**src/rtl/rcp_pkg.sv**
```systemverilog
`timescale 1ns / 1ps

package rcp_pkg;

  localparam int COL_W      = 15;
  localparam int ROW_W      = 21;
  localparam int CFG_W      = 21;
  localparam int CFG_IDX_W  = 1;
  localparam int COL_MUL_W  = 20;  // 15-bit column * 26 + 26
  localparam int ROW_MUL_W  = 25;  // 21-bit row * 10 + 9

  localparam logic [COL_W-1:0] COL_LIMIT_RESET = 15'd16384;
  localparam logic [ROW_W-1:0] ROW_LIMIT_RESET = 21'd1048576;

  // register indexes on the config port
  localparam logic [CFG_IDX_W-1:0] REG_COLUMN_LIMIT = 1'd0;
  localparam logic [CFG_IDX_W-1:0] REG_ROW_LIMIT    = 1'd1;

  // character codes
  localparam logic [7:0] CH_DOLLAR = 8'h24;
  localparam logic [7:0] CH_COLON  = 8'h3A;
  localparam logic [7:0] CH_A      = 8'h41;
  localparam logic [7:0] CH_Z      = 8'h5A;
  localparam logic [7:0] CH_0      = 8'h30;
  localparam logic [7:0] CH_9      = 8'h39;

  localparam logic [COL_MUL_W-1:0] COL_RADIX = 20'd26;
  localparam logic [ROW_MUL_W-1:0] ROW_RADIX = 25'd10;

  typedef struct packed {
    logic [7:0] char_code;
    logic       last_char;
  } in_t;

  typedef struct packed {
    logic             ref_valid;
    logic [COL_W-1:0] left_col;
    logic [ROW_W-1:0] top_row;
    logic [COL_W-1:0] right_col;
    logic [ROW_W-1:0] bottom_row;
  } out_t;

  // limits handed from the config registers to the parser
  typedef struct packed {
    logic [COL_W-1:0] column_limit;
    logic [ROW_W-1:0] row_limit;
  } limits_t;

endpackage

```
**src/rtl/rcp_in_reg.sv**
```systemverilog
`timescale 1ns / 1ps

module rcp_in_reg (
  input  logic         clk,
  input  logic         rst,
  input  logic         in_valid,
  output logic         in_ready,
  input  rcp_pkg::in_t in_data,
  input  logic         take,
  output logic         hold_valid,
  output rcp_pkg::in_t hold_data
);

  // free when empty or when the held beat leaves this cycle
  assign in_ready = !hold_valid || take;

  always_ff @(posedge clk) begin
    if (rst) begin
      hold_valid <= 1'b0;
    end else if (in_ready) begin
      hold_valid <= in_valid;
    end
  end

  always_ff @(posedge clk) begin
    if (in_valid && in_ready) begin
      hold_data <= in_data;
    end
  end

endmodule

```
**src/rtl/rcp_parse.sv**
```systemverilog
`timescale 1ns / 1ps

module rcp_parse (
  input  logic             clk,
  input  logic             rst,
  input  logic             step,
  input  rcp_pkg::in_t     item,
  input  rcp_pkg::limits_t limits,
  output rcp_pkg::out_t    result
);

  logic                          error_seen;
  logic                          in_second_part;
  logic                          digits_started;
  logic [rcp_pkg::COL_W-1:0]     first_column;
  logic [rcp_pkg::ROW_W-1:0]     first_row;
  logic [rcp_pkg::COL_W-1:0]     second_column;
  logic [rcp_pkg::ROW_W-1:0]     second_row;

  logic                          error_seen_next;
  logic                          in_second_part_next;
  logic                          digits_started_next;
  logic [rcp_pkg::COL_W-1:0]     first_column_next;
  logic [rcp_pkg::ROW_W-1:0]     first_row_next;
  logic [rcp_pkg::COL_W-1:0]     second_column_next;
  logic [rcp_pkg::ROW_W-1:0]     second_row_next;

  logic [7:0]                    ch;
  logic                          is_letter;
  logic                          is_digit;
  logic [4:0]                    letter_val;
  logic [3:0]                    digit_val;
  logic [rcp_pkg::COL_W-1:0]     col_sel;
  logic [rcp_pkg::ROW_W-1:0]     row_sel;
  logic [rcp_pkg::COL_MUL_W-1:0] col_grow;
  logic [rcp_pkg::ROW_MUL_W-1:0] row_grow;
  logic                          col_write;
  logic                          row_write;
  logic                          cols_all, cols_none, rows_all, rows_none;
  logic                          ok;

  assign ch         = item.char_code;
  assign is_letter  = (ch >= rcp_pkg::CH_A) && (ch <= rcp_pkg::CH_Z);
  assign is_digit   = (ch >= rcp_pkg::CH_0) && (ch <= rcp_pkg::CH_9);
  assign letter_val = 5'(ch - rcp_pkg::CH_A) + 5'd1;
  assign digit_val  = 4'(ch - rcp_pkg::CH_0);
  assign col_sel    = in_second_part ? second_column : first_column;
  assign row_sel    = in_second_part ? second_row : first_row;
  assign col_grow   = rcp_pkg::COL_MUL_W'(col_sel) * rcp_pkg::COL_RADIX
                    + rcp_pkg::COL_MUL_W'(letter_val);
  assign row_grow   = rcp_pkg::ROW_MUL_W'(row_sel) * rcp_pkg::ROW_RADIX
                    + rcp_pkg::ROW_MUL_W'(digit_val);

  // one character against the current part
  always_comb begin
    error_seen_next     = error_seen;
    in_second_part_next = in_second_part;
    digits_started_next = digits_started;
    col_write           = 1'b0;
    row_write           = 1'b0;
    if (!error_seen) begin
      priority if (ch == rcp_pkg::CH_DOLLAR) begin
        // absolute marks carry no meaning here
      end else if (ch == rcp_pkg::CH_COLON) begin
        if (in_second_part) begin
          error_seen_next = 1'b1;
        end else begin
          in_second_part_next = 1'b1;
          digits_started_next = 1'b0;
        end
      end else if (is_letter) begin
        if (digits_started) begin
          error_seen_next = 1'b1;
        end else if (col_grow > rcp_pkg::COL_MUL_W'(limits.column_limit)) begin
          error_seen_next = 1'b1;
        end else begin
          col_write = 1'b1;
        end
      end else if (is_digit) begin
        digits_started_next = 1'b1;
        if (row_sel == '0 && ch == rcp_pkg::CH_0) begin
          error_seen_next = 1'b1;
        end else if (row_grow > rcp_pkg::ROW_MUL_W'(limits.row_limit)) begin
          error_seen_next = 1'b1;
        end else begin
          row_write = 1'b1;
        end
      end else begin
        error_seen_next = 1'b1;
      end
    end
  end

  always_comb begin
    first_column_next  = first_column;
    second_column_next = second_column;
    first_row_next     = first_row;
    second_row_next    = second_row;
    if (col_write) begin
      if (in_second_part) begin
        second_column_next = col_grow[rcp_pkg::COL_W-1:0];
      end else begin
        first_column_next = col_grow[rcp_pkg::COL_W-1:0];
      end
    end
    if (row_write) begin
      if (in_second_part) begin
        second_row_next = row_grow[rcp_pkg::ROW_W-1:0];
      end else begin
        first_row_next = row_grow[rcp_pkg::ROW_W-1:0];
      end
    end
  end

  // whole-expression check on the updated state
  assign cols_all  = (first_column_next != '0) && (second_column_next != '0);
  assign cols_none = (first_column_next == '0) && (second_column_next == '0);
  assign rows_all  = (first_row_next != '0) && (second_row_next != '0);
  assign rows_none = (first_row_next == '0) && (second_row_next == '0);

  always_comb begin
    priority if (error_seen_next) begin
      ok = 1'b0;
    end else if (!in_second_part_next) begin
      ok = (first_column_next != '0) && (first_row_next != '0);
    end else begin
      ok = (cols_all || cols_none) && (rows_all || rows_none)
        && !(cols_none && rows_none)
        && !(cols_all && (second_column_next < first_column_next))
        && !(rows_all && (second_row_next < first_row_next));
    end
  end

  always_comb begin
    result = '0;
    if (ok) begin
      result.ref_valid  = 1'b1;
      result.left_col   = first_column_next;
      result.top_row    = first_row_next;
      result.right_col  = in_second_part_next ? second_column_next : first_column_next;
      result.bottom_row = in_second_part_next ? second_row_next : first_row_next;
    end
  end

  always_ff @(posedge clk) begin
    if (rst || (step && item.last_char)) begin
      error_seen     <= 1'b0;
      in_second_part <= 1'b0;
      digits_started <= 1'b0;
      first_column   <= '0;
      first_row      <= '0;
      second_column  <= '0;
      second_row     <= '0;
    end else if (step) begin
      error_seen     <= error_seen_next;
      in_second_part <= in_second_part_next;
      digits_started <= digits_started_next;
      first_column   <= first_column_next;
      first_row      <= first_row_next;
      second_column  <= second_column_next;
      second_row     <= second_row_next;
    end
  end

endmodule

```
**src/rtl/rcp_out_reg.sv**
```systemverilog
`timescale 1ns / 1ps

module rcp_out_reg (
  input  logic          clk,
  input  logic          rst,
  input  logic          load,
  input  rcp_pkg::out_t load_data,
  output logic          slot_free,
  output logic          out_valid,
  input  logic          out_ready,
  output rcp_pkg::out_t out_data
);

  assign slot_free = !out_valid || out_ready;

  always_ff @(posedge clk) begin
    if (rst) begin
      out_valid <= 1'b0;
    end else if (slot_free) begin
      out_valid <= load;
    end
  end

  always_ff @(posedge clk) begin
    if (load && slot_free) begin
      out_data <= load_data;
    end
  end

endmodule

```
**src/rtl/cell_range_reference_parser_top.sv**
```systemverilog
`timescale 1ns / 1ps
// a1-style cell range reference parser (A1, $B$2:C9, A:C, 3:7)
// input channel: one character beat per item on in_valid/in_ready, with
//   last_char set on the final character of an expression
// output channel: one result beat per expression on out_valid/out_ready,
//   carrying ref_valid and the four bounds (all zero when not valid)
// config port: cfg_write with cfg_index 0 sets column_limit, 1 sets row_limit;
//   write only while no expression is in flight
// throughput: one character per cycle, except that a final character waits while
//   a result sits in the output register; the column/row accumulators update
//   combinationally (times 26 or times 10, add, compare); a final character
//   passes the input register, then is parsed into the output register
// stall: while a result waits in the output register, non-final characters
//   keep flowing; a final character waits in the input register until the
//   output register frees up, and in_ready drops behind it
// reset: rst is synchronous; it empties both registers, clears the parse state
//   and sets the limits to 16384 columns and 1048576 rows

module cell_range_reference_parser_top (
  input  logic                            clk,
  input  logic                            rst,
  input  logic                            in_valid,
  output logic                            in_ready,
  input  rcp_pkg::in_t                    in_data,
  output logic                            out_valid,
  input  logic                            out_ready,
  output rcp_pkg::out_t                   out_data,
  input  logic                            cfg_write,
  input  logic [rcp_pkg::CFG_IDX_W-1:0]   cfg_index,
  input  logic [rcp_pkg::CFG_W-1:0]       cfg_data
);

  rcp_pkg::limits_t limits;
  rcp_pkg::in_t     hold_data;
  rcp_pkg::out_t    result;
  logic             hold_valid;
  logic             slot_free;
  logic             step;

  // config registers
  always_ff @(posedge clk) begin
    if (rst) begin
      limits.column_limit <= rcp_pkg::COL_LIMIT_RESET;
      limits.row_limit    <= rcp_pkg::ROW_LIMIT_RESET;
    end else if (cfg_write) begin
      unique case (cfg_index)
        rcp_pkg::REG_COLUMN_LIMIT: limits.column_limit <= cfg_data[rcp_pkg::COL_W-1:0];
        rcp_pkg::REG_ROW_LIMIT:    limits.row_limit    <= cfg_data[rcp_pkg::ROW_W-1:0];
        default: ;
      endcase
    end
  end

  // a held character moves on unless it is final and the result slot is busy
  assign step = hold_valid && (!hold_data.last_char || slot_free);

  rcp_in_reg u_in_reg (
    .clk        (clk),
    .rst        (rst),
    .in_valid   (in_valid),
    .in_ready   (in_ready),
    .in_data    (in_data),
    .take       (step),
    .hold_valid (hold_valid),
    .hold_data  (hold_data)
  );

  rcp_parse u_parse (
    .clk    (clk),
    .rst    (rst),
    .step   (step),
    .item   (hold_data),
    .limits (limits),
    .result (result)
  );

  // only the final character of an expression produces a beat
  rcp_out_reg u_out_reg (
    .clk       (clk),
    .rst       (rst),
    .load      (step && hold_data.last_char),
    .load_data (result),
    .slot_free (slot_free),
    .out_valid (out_valid),
    .out_ready (out_ready),
    .out_data  (out_data)
  );

endmodule

```
**config.mk**
```make
export PLATFORM = sky130hd
export DESIGN_NAME = cell_range_reference_parser_top
export DESIGN_NICKNAME = d
export VERILOG_FILES = /design/src/rtl/rcp_pkg.sv /design/src/rtl/rcp_in_reg.sv /design/src/rtl/rcp_parse.sv /design/src/rtl/rcp_out_reg.sv /design/src/rtl/cell_range_reference_parser_top.sv
export SDC_FILE = /design/constraint.sdc
export NUM_CORES = 1
export LEC_CHECK = 0
export ABC_AREA = 1
export BUFFER_PORTS_ARGS = -buffer_cell sky130_fd_sc_hd__buf_4
export CAP_MARGIN = 20
export CORE_UTILIZATION = 30
export CTS_BUF_LIST = sky130_fd_sc_hd__clkbuf_8 sky130_fd_sc_hd__clkbuf_16
export DETAILED_ROUTE_END_ITERATION = 6
export PLACE_DENSITY_LB_ADDON = 0.2
export SLEW_MARGIN = 0
export SYNTH_ARGS = -nofsm -noshare
export SYNTH_HDL_FRONTEND = slang
export SYNTH_HIERARCHICAL = 1
export SYNTH_SLANG_ARGS = --single-unit
```
**constraint.sdc**
```tcl
create_clock -name clk -period 9.6 [get_ports clk]
set_clock_uncertainty 0.05 [all_clocks]
set_input_delay 0.96 -clock clk [delete_from_list [all_inputs] [get_ports clk]]
set_output_delay 0.96 -clock clk [all_outputs]
set_load 0.02 [all_outputs]
```
==> qor.yml <==
outcome:
  outcome: "complete, no violations"
power_and_ir_drop:
  ir_drop_mv: 0.134
  clock_power_share_pct: 30.1
  pwr-share-seq_pct: 37.5
  internal_power_mw: 1.56
  switching_share_pct: 37.3
  leakagePower_nw: 9.12
  p_comb_share_pct: 32.3
  switching_power_mw: 0.929
  power.density_mw_per_mm2: 140
yosys:
  syn_nets: 2503
  syn_inst: 2303
  yosysTopAreaCell: "edfxtp_1"
  syn_area_mm2: 0.0156
  synth.top_cell.area_share_pct: 15.8
  syn_avg_cell_area_um2: 6.77
  synth_seq_cells: 195
  synth_ff_type: "dfxtp_1"
  synth_async_sr_flop_share_pct: 0
  yosys_warnings: 6
  synth_edf_count: 82
  synthDistinctLibCells: 53
  synth.top_cells.by_area: "edfxtp_1 (16%), dfxtp_1 (15%), nand2_1 (12%)"
  ys_seq_area_share_pct: 30.3
floorplan:
  dieArea_mm2: 0.0529
  die_w_um: 230
  coreArea_mm2: 0.0513
  initial_core_util_pct: 30.4
  die_h_um: 230
  ios: 111
  row_count: 83
worst_setup_path:
  max_stage_delay_ns: 0.60
  startpoint: "u_parse/in_second_part"
  critical_path.most_common_cell: "nand2_1"
  r2r_start: "u_parse/in_second_part"
  rr_endpoint: "u_out_reg/out_data[26]"
  cp-endpoint: "u_out_reg/out_data[26]"
  worstSetupPathType: "register to register"
  worstPathMaxFanout: 73
  critical-path-top-delay-family: "simple AND/OR/NAND/NOR gates"
  r2r_cells: 40
  cp-end-kind: "register"
  critPathRequiredTime_ns: 9.77
  cp_slowest_cell: "mux2i_1"
  startpoint_type: "register"
  rrSetupSlack_ns: 0.81
  critical_path_buf_inv_count: 3
  cp.depth: 40
  cp.arrival_ns: 8.95
cts:
  cts.path.max_buffers: 2
  cts_buffers: 17
  ctsHoldBuffers: 0
  cts_root_buf: "clkbuf_16"
  cts.reportedPaths.clkPinSlew_ns: 0.07
  clock_latency_ns: 0.49
  h-tree-depth: 4
  cts_tree: "done"
  cts.repair.resized: 0
  post_cts_buffers: 0
  clock-sinks: 195
global_route:
  top_usage_layer: "met2"
  antenna_found_initial: 0
  gr-usage-met2_pct: 28.2
  grt_use_total_pct: 18.6
  grt_start_max_net_pins: 74
  grt_pass1_vias: 14100
  grt_use_met3_pct: 4.14
  grt_pass1_wl_um: 77000
  use_met1_pct: 26.6
  overflow: 0
timing:
  setup_viol: 0
  final_hold_viol_count: 0
  rsz0062_at_grt: "false"
  finalCritPeriodShare_pct: 91.5
  fin_setup_tns_ns: 0
  fin_crit_ns: 8.79
  drv_slew: 0
  fmax_ghz: 0.114
  tightest_slew_ns: 1.03
  slew_headroom_pct: 31.6
flow_run:
  maxCapViolations: 0
detailed_routing:
  wire_per_inst_um: 15.8
  vias: 14800
  drc: 0
  firstDrtPassIters: 5
  drt_iter0_markers: 955
  postRouteAntennaNets: 0
  via_per_inst: 4.79
  wl_um: 48900
placed_design:
  dp_hpwl_um: 39400
  port_buffers: 110
  place_congestion: 0.921
hold_path:
  min_from: "limits[20]"
  hold_class: "register to register"
cells_and_area:
  final_nets: 2596
  utilization_pct: 34.7
  drive_gt1_share_pct: 9.76
  num_antenna_cells: 0
  areaGrowthSynthToFinish_pct: 14.1
[tightest hold or removal path, stage by stage (launching register included)]
cell	delay (ns)
dfxtp_1	0.33
nand2_1	0.05
nand3_1	0.06
[power groups by stage]
stage / clock network [mW] / registers (mW) / logic (mW)
after floorplan: 0 / 0.954 / 0.545
after CTS: 0.771 / 0.934 / 0.804
after global placement: 0 / 0.952 / 0.791
after global routing: 0.800 / 0.939 / 0.914
final: 0.750 / 0.934 / 0.804
after detailed placement: 0 / 0.952 / 0.799
[layout make-up]
class / instances / area [µm²]
multi-input cells: 1623 / 8950
repair buffers: 142 / 1090
inverters: 417 / 1570
clock inverters: 15 / 171
well taps: 680 / 851
flip-flops and latches: 195 / 4730
fillers: 5591 / 33500
clock buffers: 17 / 425
[routing by layer]
| metal | wire length (µm) | share of wire (%) |
|---|---|---|
| met3 | 2970 | 6.1 |
| met2 | 20700 | 42 |
| met4 | 677 | 1.4 |
| met1 | 24500 | 50 |
| met5 | 0 | 0 |
[registers in the layout, indices dropped and copies added (netlist names), 9 cells and up]
register and count:
limits 36, u_in_reg/hold_data 9, u_out_reg/out_data 73, u_parse/first_column 15, u_parse/first_row 21, u_parse/second_column 15
u_parse/second_row 21
[through the flow]
stage | hold slack [ns] | cell area, µm² | total power, mW | cells | setup slack [ns]
3_5_place_dp | 0.410 | 17200 | 1.75 | 3057 | 0.897
4_1_cts | 0.430 | 17800 | 2.51 | 3089 | 0.857
5_1_grt | 0.454 | 17800 | 2.65 | 3089 | 0.0501
6_report | 0.429 | 17800 | 2.49 | 3089 | 0.815
3_3_place_gp | 0.415 | 17200 | 1.74 | 3057 | 0.965
2_1_floorplan | 0.392 | 15600 | 1.50 | 2303 | 1.56
[logic make-up after synthesis]
kind of cell / count (synthesis) / synth area share, %
mux: 1 / 0.0642
fa+ha+maj: 164 / 13.9
buf+inv: 485 / 12.5
flops: 195 / 30.3
compound gates: 406 / 13.9
xor+xnor: 23 / 1.34
simple gates: 1029 / 28.0
[synth_stat cells (15+ instances only)]
master	number
o21ai_0	193
o211ai_1	16
a21oi_1	157
ha_1	149
nand4_1	50
nor2_1	299
edfxtp_1	82
inv_1	393
fa_1	15
xor2_1	17
inv_2	20
nand2_1	511
clkbuf_1	41
nand3_1	96
dfxtp_1	113
[worst min-delay path by stage]
| stage | slack [ns] | depth (start not counted) | endpoint |
|---|---|---|---|
| floorplan | 0.39 | 2 | limits[20] |
| global placement | 0.41 | 2 | u_parse/first_column[2] |
| detailed placement | 0.41 | 2 | limits[20] |
| CTS | 0.43 | 2 | limits[20] |
| global route | 0.45 | 2 | limits[25] |
| finish | 0.43 | 2 | limits[20] |
[layout by cell type (no fill, tap or decap), drive strengths merged, types with 15 or more instances in the layout]
cell type  instances
o21ai            201
clkbuf            17
edfxtp            82
nand4             52
inv              421
fa                15
a21oi            164
buf              142
ha               149
xor2              18
dfxtp            113
nor2             312
nand2            522
nand3             99
o211ai            16
No activity file was read; power rests on OpenSTA's default activity.
